[src/rtl/crc_pkg.sv]
package crc_pkg;

  // Field widths
  localparam int WORD_BITS = 32;
  localparam int POLY_BITS = 16;
  localparam int CHK_W     = 5;
  localparam int NSH_W     = $clog2(POLY_BITS);
  localparam int REM_W     = POLY_BITS - 1;
  localparam int WORK_W    = WORD_BITS + REM_W;

  // Division pipeline shape
  localparam int STEPS_PER_STAGE = 8;
  localparam int DIV_STAGES      = WORD_BITS / STEPS_PER_STAGE;

  // Configuration register indexes
  localparam int CFG_IDX_W = 1;
  localparam logic [CFG_IDX_W-1:0] CFG_GEN_POLY   = 1'b0;
  localparam logic [CFG_IDX_W-1:0] CFG_CHECK_BITS = 1'b1;

  localparam logic [POLY_BITS-1:0] POLY_RESET  = 16'd11;
  localparam logic [CHK_W-1:0]     CHECK_RESET = 5'd3;

  // Opcodes
  localparam logic OP_ENCODE = 1'b0;
  localparam logic OP_CHECK  = 1'b1;

  // Polynomial moved up so its top set bit sits at bit POLY_BITS-1
  typedef struct packed {
    logic [POLY_BITS-1:0] pn;
    logic [NSH_W-1:0]     nsh;
    logic                 zero;
  } crc_norm_t;

  // Request as it travels down the division pipeline
  typedef struct packed {
    logic                 opcode;
    logic                 bad;
    logic [WORD_BITS-1:0] dividend;
    logic [WORK_W-1:0]    work;
  } crc_stage_t;

  function automatic crc_norm_t poly_normalize(input logic [POLY_BITS-1:0] poly);
    crc_norm_t        n;
    logic [NSH_W-1:0] top;
    top = '0;
    for (int i = 0; i < POLY_BITS; i++) begin
      if (poly[i]) top = NSH_W'(i);
    end
    n.nsh  = NSH_W'(POLY_BITS - 1) - top;
    n.pn   = poly << n.nsh;
    n.zero = (poly == '0);
    return n;
  endfunction

  // One long-division step: cancel the top bit, then shift up
  function automatic logic [WORK_W-1:0] div_step(input logic [WORK_W-1:0] work,
                                                 input logic [POLY_BITS-1:0] pn);
    logic [WORK_W-1:0] w;
    w = work;
    if (w[WORK_W-1]) w[WORK_W-1 -: POLY_BITS] = w[WORK_W-1 -: POLY_BITS] ^ pn;
    return w << 1;
  endfunction

endpackage

[src/rtl/crc_in_if.sv]
interface crc_in_if import crc_pkg::*; ();
  logic                 valid;
  logic                 ready;
  logic                 opcode;
  logic [WORD_BITS-1:0] word;

  modport source (output valid, output opcode, output word, input ready);
  modport sink (input valid, input opcode, input word, output ready);
endinterface

[src/rtl/crc_out_if.sv]
interface crc_out_if import crc_pkg::*; ();
  logic                 valid;
  logic                 ready;
  logic [WORD_BITS-1:0] codeword;
  logic [POLY_BITS-1:0] remainder;
  logic                 ok;
  logic                 bad_poly;

  modport source (output valid, output codeword, output remainder, output ok,
                  output bad_poly, input ready);
  modport sink (input valid, input codeword, input remainder, input ok,
                input bad_poly, output ready);
endinterface

[src/rtl/crc_div_stage.sv]
module crc_div_stage import crc_pkg::*; (
  input  logic                 clk,
  input  logic                 rst_n,
  input  logic [POLY_BITS-1:0] poly_norm,
  input  logic                 up_valid,
  output logic                 up_ready,
  input  crc_stage_t           up_data,
  output logic                 dn_valid,
  input  logic                 dn_ready,
  output crc_stage_t           dn_data
);

  logic       valid_r;
  crc_stage_t data_r;
  crc_stage_t data_nxt;

  // Run this stage's share of the division steps
  always_comb begin
    data_nxt = up_data;
    for (int k = 0; k < STEPS_PER_STAGE; k++) begin
      data_nxt.work = div_step(data_nxt.work, poly_norm);
    end
  end

  // Advance when empty or when the next stage takes the request
  assign up_ready = !valid_r || dn_ready;

  always_ff @(posedge clk) begin
    if (!rst_n) begin
      valid_r <= 1'b0;
    end else if (up_ready) begin
      valid_r <= up_valid;
    end
  end

  always_ff @(posedge clk) begin
    if (up_ready && up_valid) begin
      data_r <= data_nxt;
    end
  end

  assign dn_valid = valid_r;
  assign dn_data  = data_r;

endmodule

[src/rtl/crc_encode_check.sv]
// CRC encoder and checker with a programmable generator polynomial (up to 16 bits)
// and check length. Accepts one request per clock when the output is not stalled
// and returns one result per request, in order, through these stages:
// one entry stage that shifts and aligns the word, four division stages of eight
// GF(2) steps each (32 steps for the 32-bit word), and one output register.
// Backpressure on the result channel stalls the pipeline stage by stage without
// losing requests. Write generator_poly (index 0) and check_bits (index 1) only
// while no request is in flight; a zero polynomial returns bad_poly with all
// other result fields zero.
module crc_encode_check import crc_pkg::*; (
  input  logic                 clk,
  input  logic                 rst_n,
  crc_in_if.sink               in_ch,
  crc_out_if.source            out_ch,
  input  logic                 cfg_we,
  input  logic [CFG_IDX_W-1:0] cfg_idx,
  input  logic [POLY_BITS-1:0] cfg_data
);

  crc_norm_t        norm_r;
  logic [CHK_W-1:0] check_bits_r;

  // Configuration: keep the polynomial in aligned form
  always_ff @(posedge clk) begin
    if (!rst_n) begin
      norm_r       <= poly_normalize(POLY_RESET);
      check_bits_r <= CHECK_RESET;
    end else if (cfg_we) begin
      unique case (cfg_idx)
        CFG_GEN_POLY:   norm_r       <= poly_normalize(cfg_data);
        CFG_CHECK_BITS: check_bits_r <= cfg_data[CHK_W-1:0];
        default:        ;
      endcase
    end
  end

  logic       stg_valid [DIV_STAGES+1];
  logic       stg_ready [DIV_STAGES+1];
  crc_stage_t stg_data  [DIV_STAGES+1];

  // Entry stage: shift for encode and align the dividend to the polynomial
  logic                 s0_valid_r;
  crc_stage_t           s0_data_r;
  crc_stage_t           s0_nxt;
  logic [WORD_BITS-1:0] shifted;

  always_comb begin
    shifted         = in_ch.word << check_bits_r;
    s0_nxt.opcode   = in_ch.opcode;
    s0_nxt.bad      = norm_r.zero;
    s0_nxt.dividend = (in_ch.opcode == OP_CHECK) ? in_ch.word : shifted;
    s0_nxt.work     = {{REM_W{1'b0}}, s0_nxt.dividend} << norm_r.nsh;
  end

  assign in_ch.ready = !s0_valid_r || stg_ready[0];

  always_ff @(posedge clk) begin
    if (!rst_n) begin
      s0_valid_r <= 1'b0;
    end else if (in_ch.ready) begin
      s0_valid_r <= in_ch.valid;
    end
  end

  always_ff @(posedge clk) begin
    if (in_ch.ready && in_ch.valid) begin
      s0_data_r <= s0_nxt;
    end
  end

  assign stg_valid[0] = s0_valid_r;
  assign stg_data[0]  = s0_data_r;

  // Division pipeline
  for (genvar g = 0; g < DIV_STAGES; g++) begin : g_div
    crc_div_stage u_stage (
      .clk       (clk),
      .rst_n     (rst_n),
      .poly_norm (norm_r.pn),
      .up_valid  (stg_valid[g]),
      .up_ready  (stg_ready[g]),
      .up_data   (stg_data[g]),
      .dn_valid  (stg_valid[g+1]),
      .dn_ready  (stg_ready[g+1]),
      .dn_data   (stg_data[g+1])
    );
  end

  // Output stage: undo the alignment and form the result
  crc_stage_t           last;
  logic [POLY_BITS-1:0] rem;
  logic                 enc_ok;
  logic [WORD_BITS-1:0] code_nxt;
  logic [POLY_BITS-1:0] rem_nxt;
  logic                 ok_nxt;
  logic                 bad_nxt;

  always_comb begin
    last     = stg_data[DIV_STAGES];
    rem      = {1'b0, last.work[WORK_W-1 -: REM_W]} >> norm_r.nsh;
    enc_ok   = ((rem >> check_bits_r) == '0);
    code_nxt = '0;
    rem_nxt  = '0;
    ok_nxt   = 1'b0;
    bad_nxt  = 1'b0;
    priority if (last.bad) begin
      bad_nxt = 1'b1;
    end else if (last.opcode == OP_ENCODE) begin
      rem_nxt  = rem;
      ok_nxt   = enc_ok;
      code_nxt = enc_ok ? (last.dividend | {{(WORD_BITS-POLY_BITS){1'b0}}, rem})
                        : last.dividend;
    end else begin
      rem_nxt = rem;
      ok_nxt  = (rem == '0);
    end
  end

  logic                 out_valid_r;
  logic [WORD_BITS-1:0] out_code_r;
  logic [POLY_BITS-1:0] out_rem_r;
  logic                 out_ok_r;
  logic                 out_bad_r;

  assign stg_ready[DIV_STAGES] = !out_valid_r || out_ch.ready;

  always_ff @(posedge clk) begin
    if (!rst_n) begin
      out_valid_r <= 1'b0;
    end else if (stg_ready[DIV_STAGES]) begin
      out_valid_r <= stg_valid[DIV_STAGES];
    end
  end

  always_ff @(posedge clk) begin
    if (stg_ready[DIV_STAGES] && stg_valid[DIV_STAGES]) begin
      out_code_r <= code_nxt;
      out_rem_r  <= rem_nxt;
      out_ok_r   <= ok_nxt;
      out_bad_r  <= bad_nxt;
    end
  end

  assign out_ch.valid     = out_valid_r;
  assign out_ch.codeword  = out_code_r;
  assign out_ch.remainder = out_rem_r;
  assign out_ch.ok        = out_ok_r;
  assign out_ch.bad_poly  = out_bad_r;

endmodule

[src/flat_wrapper.sv]
// flat-port wrapper written by rule: the top's interface ports become plain ports
module crc_encode_check_flat import crc_pkg::*;
  (clk, rst_n, cfg_we, cfg_idx, cfg_data, in_ch_valid, in_ch_opcode, in_ch_word, in_ch_ready, out_ch_valid, out_ch_codeword, out_ch_remainder, out_ch_ok, out_ch_bad_poly, out_ch_ready);
  crc_in_if in_ch_i ();
  crc_out_if out_ch_i ();
  input  logic clk;
  input  logic rst_n;
  input  logic cfg_we;
  input  logic [CFG_IDX_W-1:0] cfg_idx;
  input  logic [POLY_BITS-1:0] cfg_data;
  input wire logic [$bits(in_ch_i.valid)-1:0] in_ch_valid;
  input wire logic [$bits(in_ch_i.opcode)-1:0] in_ch_opcode;
  input wire logic [$bits(in_ch_i.word)-1:0] in_ch_word;
  output wire logic [$bits(in_ch_i.ready)-1:0] in_ch_ready;
  output wire logic [$bits(out_ch_i.valid)-1:0] out_ch_valid;
  output wire logic [$bits(out_ch_i.codeword)-1:0] out_ch_codeword;
  output wire logic [$bits(out_ch_i.remainder)-1:0] out_ch_remainder;
  output wire logic [$bits(out_ch_i.ok)-1:0] out_ch_ok;
  output wire logic [$bits(out_ch_i.bad_poly)-1:0] out_ch_bad_poly;
  input wire logic [$bits(out_ch_i.ready)-1:0] out_ch_ready;
  assign in_ch_i.valid = in_ch_valid;
  assign in_ch_i.opcode = in_ch_opcode;
  assign in_ch_i.word = in_ch_word;
  assign in_ch_ready = in_ch_i.ready;
  assign out_ch_valid = out_ch_i.valid;
  assign out_ch_codeword = out_ch_i.codeword;
  assign out_ch_remainder = out_ch_i.remainder;
  assign out_ch_ok = out_ch_i.ok;
  assign out_ch_bad_poly = out_ch_i.bad_poly;
  assign out_ch_i.ready = out_ch_ready;
  crc_encode_check u_core (.clk(clk), .rst_n(rst_n), .in_ch(in_ch_i), .out_ch(out_ch_i), .cfg_we(cfg_we), .cfg_idx(cfg_idx), .cfg_data(cfg_data));
endmodule
[config.mk]
export PLATFORM = sky130hd
export DESIGN_NAME = crc_encode_check_flat
export DESIGN_NICKNAME = d
export VERILOG_FILES = /design/src/rtl/crc_pkg.sv /design/src/rtl/crc_in_if.sv /design/src/rtl/crc_out_if.sv /design/src/rtl/crc_div_stage.sv /design/src/rtl/crc_encode_check.sv /design/src/flat_wrapper.sv
export SDC_FILE = /design/constraint.sdc
export NUM_CORES = 1
export LEC_CHECK = 0
export BUFFER_PORTS_ARGS = -buffer_cell sky130_fd_sc_hd__buf_2
export CAP_MARGIN = 20
export CORE_ASPECT_RATIO = 1.5
export CORE_MARGIN = 8
export CORE_UTILIZATION = 45
export CTS_CLUSTER_DIAMETER = 100
export DETAILED_ROUTE_END_ITERATION = 10
export HOLD_SLACK_MARGIN = 0.15
export PLACE_DENSITY = 0.67
export SLEW_MARGIN = 20
export SYNTH_ARGS = -nofsm -noshare
export SYNTH_HDL_FRONTEND = slang
export SYNTH_HIERARCHICAL = 1
export SYNTH_SLANG_ARGS = --single-unit
[constraint.sdc]
create_clock -name clk -period 7.1 [get_ports clk]
set_clock_uncertainty 0.05 [all_clocks]
set_input_delay 1.42 -clock clk [delete_from_list [all_inputs] [get_ports clk]]
set_output_delay 1.42 -clock clk [all_outputs]
set_load 0.02 [all_outputs]
## Word level (Yosys, flattened, before mapping)

Index checks and enable logic that the tools add are counted.

- Register bits after elaboration: 406
- Input bits: 55
- Output and inout port bits: 52
- Logic and storage cells: 152

- $add $sub $neg: 1
- Shift operators: 5
- Multiplexer cells: 54
- Bitwise logic cells: 34
- Reduce and logical (&&, ||, !) cells: 24

Operators by type and width:

| cell | count |
|---|---|
| 15-bit 2-to-1 mux | 32 |
| 15-bit bitwise XOR | 32 |
| 32-bit 2-to-1 mux | 2 |
| 16-bit zero test | 3 |
| 32-bit by 4-bit left shift with 47-bit output | 1 |
| 4-bit 2-to-1 mux | 11 |
| 32-bit by 16-bit bitwise OR with 32-bit output | 1 |
| 32-bit by 5-bit left shift with 32-bit output | 1 |
| 16-bit by 4-bit left shift with 15-bit output | 1 |
| 15-bit by 4-bit >> shifter with 16-bit output | 1 |
| 16-bit by 5-bit >> shifter with 16-bit output | 1 |
| 3-bit 2-to-1 mux | 4 |
| 1-bit logical AND | 6 |
| 1-bit zero test | 6 |
| 1-bit logical OR | 6 |
| 2-bit 2-to-1 mux | 2 |
| 2-bit AND reduction | 2 |
| 4-bit subtractor, first input constant | 1 |
| 1-bit 2-to-1 mux | 3 |
| 2-bit OR reduction | 1 |
| 1-bit NOT | 1 |

## Depth between registers and ports, before layout

Gate-level depths: netlist of run 1.

- Depth after elaboration: 20
- Mapped depth: 15
- Gate-level depth less buffers: 12

## Hierarchy

The synthesis of run 1 kept the hierarchy.

By module, submodules not included:

| module | times used | cells an instance | area each (um^2) | sequential area each (um^2) |
|---|---|---|---|---|
| crc_div_stage | 4 | 530 | 5161.2 | 2212.1 |
| crc_encode_check | 1 | 1116 | 11621.1 | 4464.3 |

## Least setup slack after synthesis of run 1

No wires, ideal clock.

- Path type: input to register
- Start: in out_ch_ready
- End: reg u_core/s0_data_r[0] (netlist name) (enable)
- Library setup time: 0.448 ns
- Arrival time: 4.174 ns
- Required time: 6.602 ns
- Path slack: 2.428 ns
- Stages: 7
- Path buffers: 0
- Cells stage by stage: nand2b_1 > nand2b_1 > nand2b_1 > nand2b_1 > nand2b_1 > nand2b_1 > and2_1

RTL lines:

| item | line | RTL |
|---|---|---|
| start: declaration | flat_wrapper.sv:20 | `input wire logic [$bits(out_ch_i.ready)-1:0] out_ch_ready;` |
| end signal: assignment | crc_encode_check.sv:67 | `s0_data_r <= s0_nxt;` |
| end: declaration | crc_encode_check.sv:43 | `crc_stage_t s0_data_r;` |

==> results.yml, run 1 <==
clock_tree:
  cts.path.max_buffers: 3
  clock_latency_ns: 0.59
  cts-root-buf: "clkbuf_16"
  tritoncts: "yes"
  cts_buffers: 40
  cts_hold_buf: 0
  clk_pin_slew_worst_paths_ns: 0.08
  cts_resized: 0
  cts.sinks: 405
  htreeDepth: 2
  cts_setup_buffers: 0
timing:
  fin_crit_sh: 0.7710
  max_slew.worst_pin.slew_ns: 1.234
  finalHoldViolCount: 0
  setup_violations: 0
  fin_crit_ns: 5.474
  setup_tns_ns: 0
  rsz0062_at_grt: "false"
  slew_viol_final: 0
  fin_ws_ns: 1.626
  timing.fmax_mhz: 182.7
  relSlewSlack: 0.1748
cells_and_area:
  instances_no_fill: 3994
  drive_gt1_frac: 0.1470
  num_antenna_cells: 0
  final_core_util: 0.4871
  fillers: 6127
  fin_nets: 3125
  fin_area_um2: 32870
  area_growth_pct: 7.654
detailed_routing:
  antenna_left: 0
  drc: 0
  first_iter_violations: 1688
  avgViaCountPerCell: 6.093
  drt-wirelength-per-cell_um: 21.62
  route.vias.total: 24340
  dr.pass1.iters: 5
  totalWireLength_mm: 86.35
critical_path:
  reg2reg_slack_ns: 1.63
  end_kind: "flip-flop"
  required_ns: 7.38
  setup.worst_path.start: "u_core/g_div[2].u_stage/dn_data[46]"
  path_depth: 12
  cp-start-kind: "flip-flop"
  worst_r2r_path_depth: 12
  worst_path_largest_cell_delay_ns: 1.01
  worstPathArrival_ns: 5.76
  critPathTopFamily: "XOR/XNOR gates"
  path_class: "reg -> reg"
  critPathMaxFanout: 34
  r2r-start: "u_core/g_div[2].u_stage/dn_data[46]"
  worst_path_max_delay_cell: "edfxtp_1"
  reg2reg_to: "u_core/g_div[3].u_stage/dn_data[36]"
  cp_cell_sequence: "mux2_2 -> a221oi_4 -> xor2_2 -> a21oi_1 -> mux2_2 -> a311oi_1 -> xnor2_1 -> xnor2_2 -> o211ai_1 -> o311ai_0 -> a31oi_1 -> xnor2_1"
  path_buf_inv: 0
  worstSetupEndpoint: "u_core/g_div[3].u_stage/dn_data[36]"
power:
  pwr-share-clk: 0.206
  p_comb_frac: 0.508
  leakagePower_uw: 0.01114
  irDropWorstVdd_v: 0.0002624
  p_seq_frac: 0.286
  p_int_uw: 6498
  power.net_switching_uw: 4575
  p_sw_frac: 0.4132
  powerDensity_nw_per_um2: 336.9
floorplanning:
  dieArea_um2: 76620
  coreArea_um2: 67490
  placement_rows: 117
  num_io_pins: 107
  die_y_um: 335.0
  initial_core_util: 0.4525
  die_x_um: 228.7
global_routing:
  overflow: 0
  grt_pass1_vias: 22840
  grt_pass1_wl_mm: 134.2
  grt_usage: 0.2163
  grt_max_degree: 93
  antenna_found_initial: 1
job:
  drv_cap: 0
placed_design:
  io_buffers: 105
  dp.cells: 3920
  place_congestion: 0.9367
  dp_slack_ns: 1.688
  dpl.hpwl_mm: 60.55
  place_area_um2: 31420
min_path:
  worstHoldPathType: "reg -> reg"
synth:
  netlist_instances: 3148
  synth_area_um2: 30540
  synth_nets: 3203
  syn-mean-instance-area_um2: 9.700
  yosysWarnings: 6
run_status:
  outcome: "completed"
-- cell usage in the layout, fill, tap and decap left out, types with 46 or more instances in the layout --
| cell | instances |
|---|---|
| xnor2_1 | 313 |
| nand2_1 | 460 |
| a32oi_1 | 53 |
| mux4_2 | 53 |
| inv_1 | 47 |
| buf_2 | 105 |
| mux2_2 | 65 |
| a21oi_1 | 140 |
| mux2i_1 | 150 |
| edfxtp_1 | 374 |
| o21ai_0 | 246 |
| a22oi_1 | 46 |
| buf_4 | 60 |
| nor2_1 | 131 |
-- worst min-delay path by stage --
stage | cells after the start | to | from
4_1_cts | 0 | u_core/g_div[0].u_stage/dn_data[29] | u_core/s0_data_r[21]
6_report | 0 | u_core/g_div[2].u_stage/dn_data[31] | u_core/g_div[1].u_stage/dn_data[23]
3_5_place_dp | 0 | u_core/g_div[0].u_stage/dn_data[14] | u_core/s0_data_r[6]
5_1_grt | 0 | u_core/g_div[0].u_stage/dn_data[29] | u_core/s0_data_r[21]
3_3_place_gp | 0 | u_core/g_div[3].u_stage/dn_data[63] | u_core/g_div[2].u_stage/dn_data[63]
2_1_floorplan | 0 | u_core/s0_data_r[79] | u_core/norm_r[0]
-- layer usage --
layer | vias to the layer above | wire length, um | share of wire | track usage
li1 | 11440 | - | - | -
met1 | 11800 | 33310 | 0.39 | 0.2544
met2 | 882 | 44270 | 0.51 | 0.3894
met3 | 211 | 4245 | 0.049 | 0.02055
met4 | 0 | 4528 | 0.052 | 0.1101
met5 | - | 0 | 0 | 0
-- cell type report --
type	instances	area (um2)	area share
clock buffer	43	1012	0.03079
clock inverter	31	417.9	0.01271
inverter	54	202.7	0.006166
multi-input combinational	2403	17250	0.5247
sequential	405	11880	0.3614
tap	892	1116	0.03395
timing repair buffer	166	996.0	0.03030
-- worst reg2reg max path, stage by stage, from the launching register on --
cell	delay [ns]
edfxtp_1	1.01
mux2_2	0.45
a221oi_4	0.30
xor2_2	0.83
a21oi_1	0.40
mux2_2	0.37
a311oi_1	0.31
xnor2_1	0.19
xnor2_2	0.73
o211ai_1	0.17
o311ai_0	0.14
a31oi_1	0.10
xnor2_1	0.17
-- power groups by stage --
stage | Combinational, uW | Clock, uW | Sequential, uW
after global placement | 5490 | 0 | 3210
after global routing | 6100 | 2420 | 3190
after detailed placement | 5580 | 0 | 3210
final | 5630 | 2280 | 3170
after CTS | 5600 | 2330 | 3160
after floorplan | 4710 | 0 | 3070
-- stage by stage --
step	total power [uW]	hold WS, ns
4_1_cts	11100	0.3460
3_3_place_gp	8702	0.3500
5_1_grt	11700	0.3564
2_1_floorplan	7778	0.3501
6_report	11070	0.3526
3_5_place_dp	8794	0.3545
-- registers in the layout (all words and copies together) (netlist names) --
register	cells
u_core/s0_valid_r	1
u_core/out_ch.codeword	32
u_core/g_div.u_stage/dn_data	244
u_core/check_bits_r	5
u_core/s0_data_r	81
u_core/out_ch.bad_poly	1
u_core/norm_r	20
u_core/out_ch.valid	1
u_core/out_ch.ok	1
u_core/g_div.u_stage/dn_valid	4
u_core/out_ch.remainder	15
Note: power is estimated with default switching activity, not from simulation.
==> run 2: changes to the inputs <==
--- a/config.mk
+++ b/config.mk
@@ -13,7 +13,7 @@
 export CTS_CLUSTER_DIAMETER = 100
 export DETAILED_ROUTE_END_ITERATION = 10
 export HOLD_SLACK_MARGIN = 0.15
-export PLACE_DENSITY = 0.67
+export PLACE_DENSITY = 0.69
 export SLEW_MARGIN = 20
 export SYNTH_ARGS = -nofsm -noshare
 export SYNTH_HDL_FRONTEND = slang
==> constraint.sdc (replaced) <==
create_clock -name clk -period 4.5 [get_ports clk]
set_clock_uncertainty 0.05 [all_clocks]
set_input_delay 0.9 -clock clk [delete_from_list [all_inputs] [get_ports clk]]
set_output_delay 0.9 -clock clk [all_outputs]
set_load 0.02 [all_outputs]
==> results.yml, run 2 (synthesis results as in run 1) <==
run_status:
  outcome: "completed"
cells_and_area:
  layout_commonest_cell: "nand2_1"
  area_growth_pct: 10.06
  multi_input_area_um2: 17260
  fillers: 6116
  num_antenna_cells: 0
  instances_no_fill: 4087
  drive_gt1_frac: 0.1715
  final_core_util: 0.4980
  fin_nets: 3220
  final_cell_mix: "nand2_1 (460), edfxtp_1 (374), xnor2_1 (316)"
  ff_latch_area_um2: 11880
  fin_area_um2: 33610
  largest_reg_flops: 244
clock_tree:
  cts_hold_buf: 0
  cts.sinks: 405
  cts-root-buf: "clkbuf_16"
  cts_buffers: 40
  cts.path.max_buffers: 3
  clk_pin_slew_worst_paths_ns: 0.07
  htreeDepth: 2
  cts_resized: 0
  clock_latency_ns: 0.60
  tritoncts: "yes"
  cts_setup_buffers: 0
timing:
  fin_crit_ns: 4.240
  timing.fmax_mhz: 235.9
  rsz0062_at_grt: "false"
  max_slew.worst_pin.slew_ns: 1.123
  setup_tns_ns: 0
  setup_violations: 0
  finalHoldViolCount: 0
  relSlewSlack: 0.2397
  slew_viol_final: 0
  fin_crit_sh: 0.9422
critical_path:
  cp_cell_sequence: "and4bb_2 -> a221oi_4 -> xnor2_1 -> a211oi_2 -> o211a_1 -> a211oi_1 -> xor2_1 -> xnor2_2 -> xor2_2 -> buf_4 -> nand2_1 -> xnor2_1"
  worst_r2r_path_depth: 12
  cp_common_cell: "xnor2_1"
  critPathTopFamily: "XOR/XNOR gates"
  required_ns: 4.78
  r2r-start: "u_core/norm_r[19]"
  path_class: "reg -> reg"
  reg2reg_to: "u_core/g_div[1].u_stage/dn_data[37]"
  end_kind: "flip-flop"
  path_buf_inv: 1
  critPathMaxFanout: 56
  reg2reg_slack_ns: 0.26
  worst_path_largest_cell_delay_ns: 0.80
  cp-start-kind: "flip-flop"
  worstPathArrival_ns: 4.52
  worst_path_max_delay_cell: "dfxtp_4"
detailed_routing:
  dr.pass1.iters: 7
  first_iter_violations: 1906
  drc: 0
  antenna_left: 0
  totalWireLength_mm: 87.21
  avgViaCountPerCell: 6.064
  drt-wirelength-per-cell_um: 21.34
  route.vias.total: 24780
floorplanning:
  coreArea_um2: 67490
  placement_rows: 117
  die_x_um: 228.7
  initial_core_util: 0.4525
  die_y_um: 335.0
  num_io_pins: 107
  dieArea_um2: 76620
power:
  leakagePower_uw: 0.01159
  irDropWorstVdd_v: 0.0004487
  powerDensity_nw_per_um2: 530.5
job:
  drv_cap: 0
placed_design:
  place_congestion: 0.9693
  dpl.hpwl_mm: 63.10
  place_area_um2: 32190
  dp.cells: 4015
  io_buffers: 105
global_routing:
  overflow: 0
  antenna_found_initial: 0
  grt_pass1_vias: 23780
  grt_pass1_wl_mm: 136.7
  grt_usage: 0.2196
  grt_max_degree: 74
min_path:
  hold_end: "u_core/g_div[1].u_stage/dn_data[23]"
  whs_path_depth: 0
  worstHoldPathType: "reg -> reg"
  hp-start: "u_core/g_div[0].u_stage/dn_data[15]"
==> run 2: changes by cell type in the layout (fill, tap and decap cells not counted), sizes merged <==
cell    delta
clkinv     +1
inv        -2
clkbuf     +2
bufinv     -3
buf       +95
==> run 2: cell type report <==
cell class / instances / area share
Inverter: 54 / 0.006031
Clock inverter: 27 / 0.009680
Sequential cell: 405 / 0.3535
Timing Repair Buffer: 261 / 0.05272
Multi-Input combinational cell: 2403 / 0.5136
Clock buffer: 45 / 0.03124
Tap cell: 892 / 0.03321
==> run 2: worst max path at each step <==
stage	from	endpoint	slack [ns]	cells after the start
after floorplan	out_ch_ready	u_core/s0_data_r[0]	0.35	7
after global placement	u_core/norm_r[19]	u_core/g_div[3].u_stage/dn_data[36]	0.21	13
after detailed placement	u_core/norm_r[19]	u_core/g_div[3].u_stage/dn_data[36]	0.14	13
after CTS	u_core/norm_r[19]	u_core/g_div[3].u_stage/dn_data[36]	0.22	13
after global routing	u_core/norm_r[19]	u_core/g_div[3].u_stage/dn_data[38]	0.04	13
final	u_core/norm_r[19]	u_core/g_div[1].u_stage/dn_data[37]	0.26	12
==> run 2: per-stage QoR <==
stage / setup slack [ns] / total power, uW / hold WS (ns)
final: 0.2602 / 17830 / 0.3213
after CTS: 0.2167 / 17790 / 0.3225
after detailed placement: 0.1424 / 14310 / 0.3545
after global placement: 0.2115 / 14160 / 0.3510
after global routing: 0.03921 / 18940 / 0.3198
after floorplan: 0.3476 / 12270 / 0.3501
==> run 2: where the power goes <==
part / switching (uW) / internal (uW)
clock: 1550 / 1910
combinational: 5450 / 3990
sequential: 297 / 4640
==> run 2: worst register-to-register path, delay by kind of cell (launching register included) <==
kind            cells  cell delay [ns]
simple gates        2             0.52
flops               1             0.80
xor+xnor            5             1.56
buf+inv             1             0.21
compound gates      4             0.88
==> run 2: metal layers <==
layer | GRT usage | vias to the layer above | part of all wire
met5 | 0 | - | 0
met4 | 0.1268 | 0 | 0.062
met3 | 0.02267 | 261 | 0.044
met2 | 0.3958 | 859 | 0.51
met1 | 0.2508 | 12020 | 0.38
li1 | - | 11640 | -
==> run 3: changes to the inputs <==
--- a/config.mk
+++ b/config.mk
@@ -7,7 +7,6 @@
 export LEC_CHECK = 0
 export BUFFER_PORTS_ARGS = -buffer_cell sky130_fd_sc_hd__buf_2
 export CAP_MARGIN = 20
-export CORE_ASPECT_RATIO = 1.5
 export CORE_MARGIN = 8
 export CORE_UTILIZATION = 45
 export CTS_CLUSTER_DIAMETER = 100
==> results.yml, run 3 (synthesis results as in run 1) <==
detailed_routing:
  drc: 0
  dr.pass1.iters: 6
  totalWireLength_mm: 83.32
  antenna_left: 0
  first_iter_violations: 2381
  route.vias.total: 24690
  drt-wirelength-per-cell_um: 20.43
  avgViaCountPerCell: 6.053
floorplanning:
  dieArea_um2: 76450
  die_y_um: 276.5
  placement_rows: 95
  die_x_um: 276.5
  initial_core_util: 0.4547
  num_io_pins: 107
  coreArea_um2: 67160
min_path:
  hold_end: "u_core/g_div[0].u_stage/dn_data[50]"
  hp-start: "u_core/s0_data_r[50]"
  whs_path_depth: 0
  worstHoldPathType: "reg -> reg"
clock_tree:
  cts.sinks: 405
  tritoncts: "yes"
  cts_hold_buf: 0
  cts_buffers: 43
  clk_pin_slew_worst_paths_ns: 0.06
  cts_setup_buffers: 0
  htreeDepth: 2
  cts-root-buf: "clkbuf_16"
  cts.path.max_buffers: 3
  clock_latency_ns: 0.57
  cts_resized: 0
critical_path:
  r2r-start: "u_core/norm_r[19]"
  reg2reg_to: "u_core/g_div[1].u_stage/dn_data[36]"
  worst_r2r_path_depth: 13
  cp-start-kind: "flip-flop"
  worstPathArrival_ns: 4.43
  critPathMaxFanout: 44
  reg2reg_slack_ns: 0.32
  end_kind: "flip-flop"
  path_class: "reg -> reg"
  required_ns: 4.75
global_routing:
  grt_max_degree: 74
  met1_usage: 0.2853
  top_usage_layer: "met2"
  overflow: 0
  grt_pass1_wl_mm: 130.7
  grt_pass1_vias: 22780
  grt_usage: 0.2065
  use_met3: 0.02460
  antenna_found_initial: 1
  grt_use_met2: 0.3391
cells_and_area:
  fillers: 6046
  drive_gt1_frac: 0.1731
  final_cell_mix: "nand2_1 (460), edfxtp_1 (374), xnor2_1 (315)"
  area_growth_pct: 10.29
  fin_nets: 3227
  layout_commonest_cell: "nand2_1"
  multi_input_area_um2: 17250
  ff_latch_area_um2: 11880
  largest_reg_flops: 244
  fin_area_um2: 33680
  num_antenna_cells: 0
power:
  irDropWorstVdd_v: 0.0004099
  powerDensity_nw_per_um2: 530.5
  leakagePower_uw: 0.01166
timing:
  relSlewSlack: 0.3020
  slew_viol_final: 0
  max_slew.worst_pin.slew_ns: 1.047
  finalHoldViolCount: 0
  setup_tns_ns: 0
  setup_violations: 0
  fin_crit_ns: 4.182
  timing.fmax_mhz: 239.1
  rsz0062_at_grt: "false"
  fin_crit_sh: 0.9294
placed_design:
  place_area_um2: 32190
  dpl.hpwl_mm: 59.58
  io_buffers: 105
  place_congestion: 0.9484
run_status:
  outcome: "completed"
job:
  drv_cap: 0
==> run 3: changes by cell type in the layout (fill, tap and decap cells not counted), sizes merged <==
cell,change
buf,+4
bufinv,+3
clkbuf,+2
clkinv,+4
clkinvlp,-1
inv,-1
==> run 3: layout make-up <==
type                    instances  area share
multi-input cells            2403      0.5121
clock inverters                32     0.01122
well taps                     873     0.03243
clock buffers                  47     0.03240
flip-flops and latches        405      0.3527
inverters                      54    0.006019
repair buffers                265     0.05313
==> run 3: how the worst max path moves through the flow <==
stage / startpoint / end / slack [ns] / depth (start not counted)
floorplan: out_ch_ready / u_core/s0_data_r[0] / 0.35 / 7
global route: u_core/norm_r[19] / u_core/g_div[0].u_stage/dn_data[36] / 0.03 / 13
finish: u_core/norm_r[19] / u_core/g_div[1].u_stage/dn_data[36] / 0.32 / 13
global placement: u_core/norm_r[19] / u_core/g_div[2].u_stage/dn_data[36] / 0.30 / 13
CTS: u_core/norm_r[19] / u_core/g_div[2].u_stage/dn_data[36] / 0.25 / 13
detailed placement: u_core/norm_r[19] / u_core/g_div[2].u_stage/dn_data[36] / 0.27 / 13
==> run 3: routing by layer <==
layer  routed length, um  up-vias
met1               36670    11930
met4                2151        0
li1                    -    11660
met2               39000      956
met5                   0        -
met3                5494      146
==> run 3: through the flow <==
step	instances	total power, uW	hold slack, ns	util	setup slack [ns]
final	4079	17860	0.3502	0.5015	0.3177
after global routing	4079	18990	0.3521	0.5015	0.03372
after CTS	4079	17860	0.3440	0.5012	0.2451
after detailed placement	4000	14220	0.3545	0.4793	0.2653
after global placement	4000	14030	0.3507	0.4793	0.3002
after floorplan	3148	12270	0.3501	-	0.3476
==> run 3: power by group <==
group / internal (uW) / switching, uW
clock network: 2130 / 1490
logic: 3950 / 5350
registers: 4640 / 303
==> run 3: critical path, cell delays in order (launching register included) <==
cell,delay (ns)
dfxtp_4,0.68
buf_4,0.27
o21ai_1,0.08
and3_1,0.21
or4_1,0.58
and2_1,0.23
o311a_1,0.33
nand3_4,0.16
o311ai_2,0.14
xnor2_2,0.60
o211ai_1,0.17
o311ai_0,0.14
a31oi_1,0.09
xnor2_1,0.16
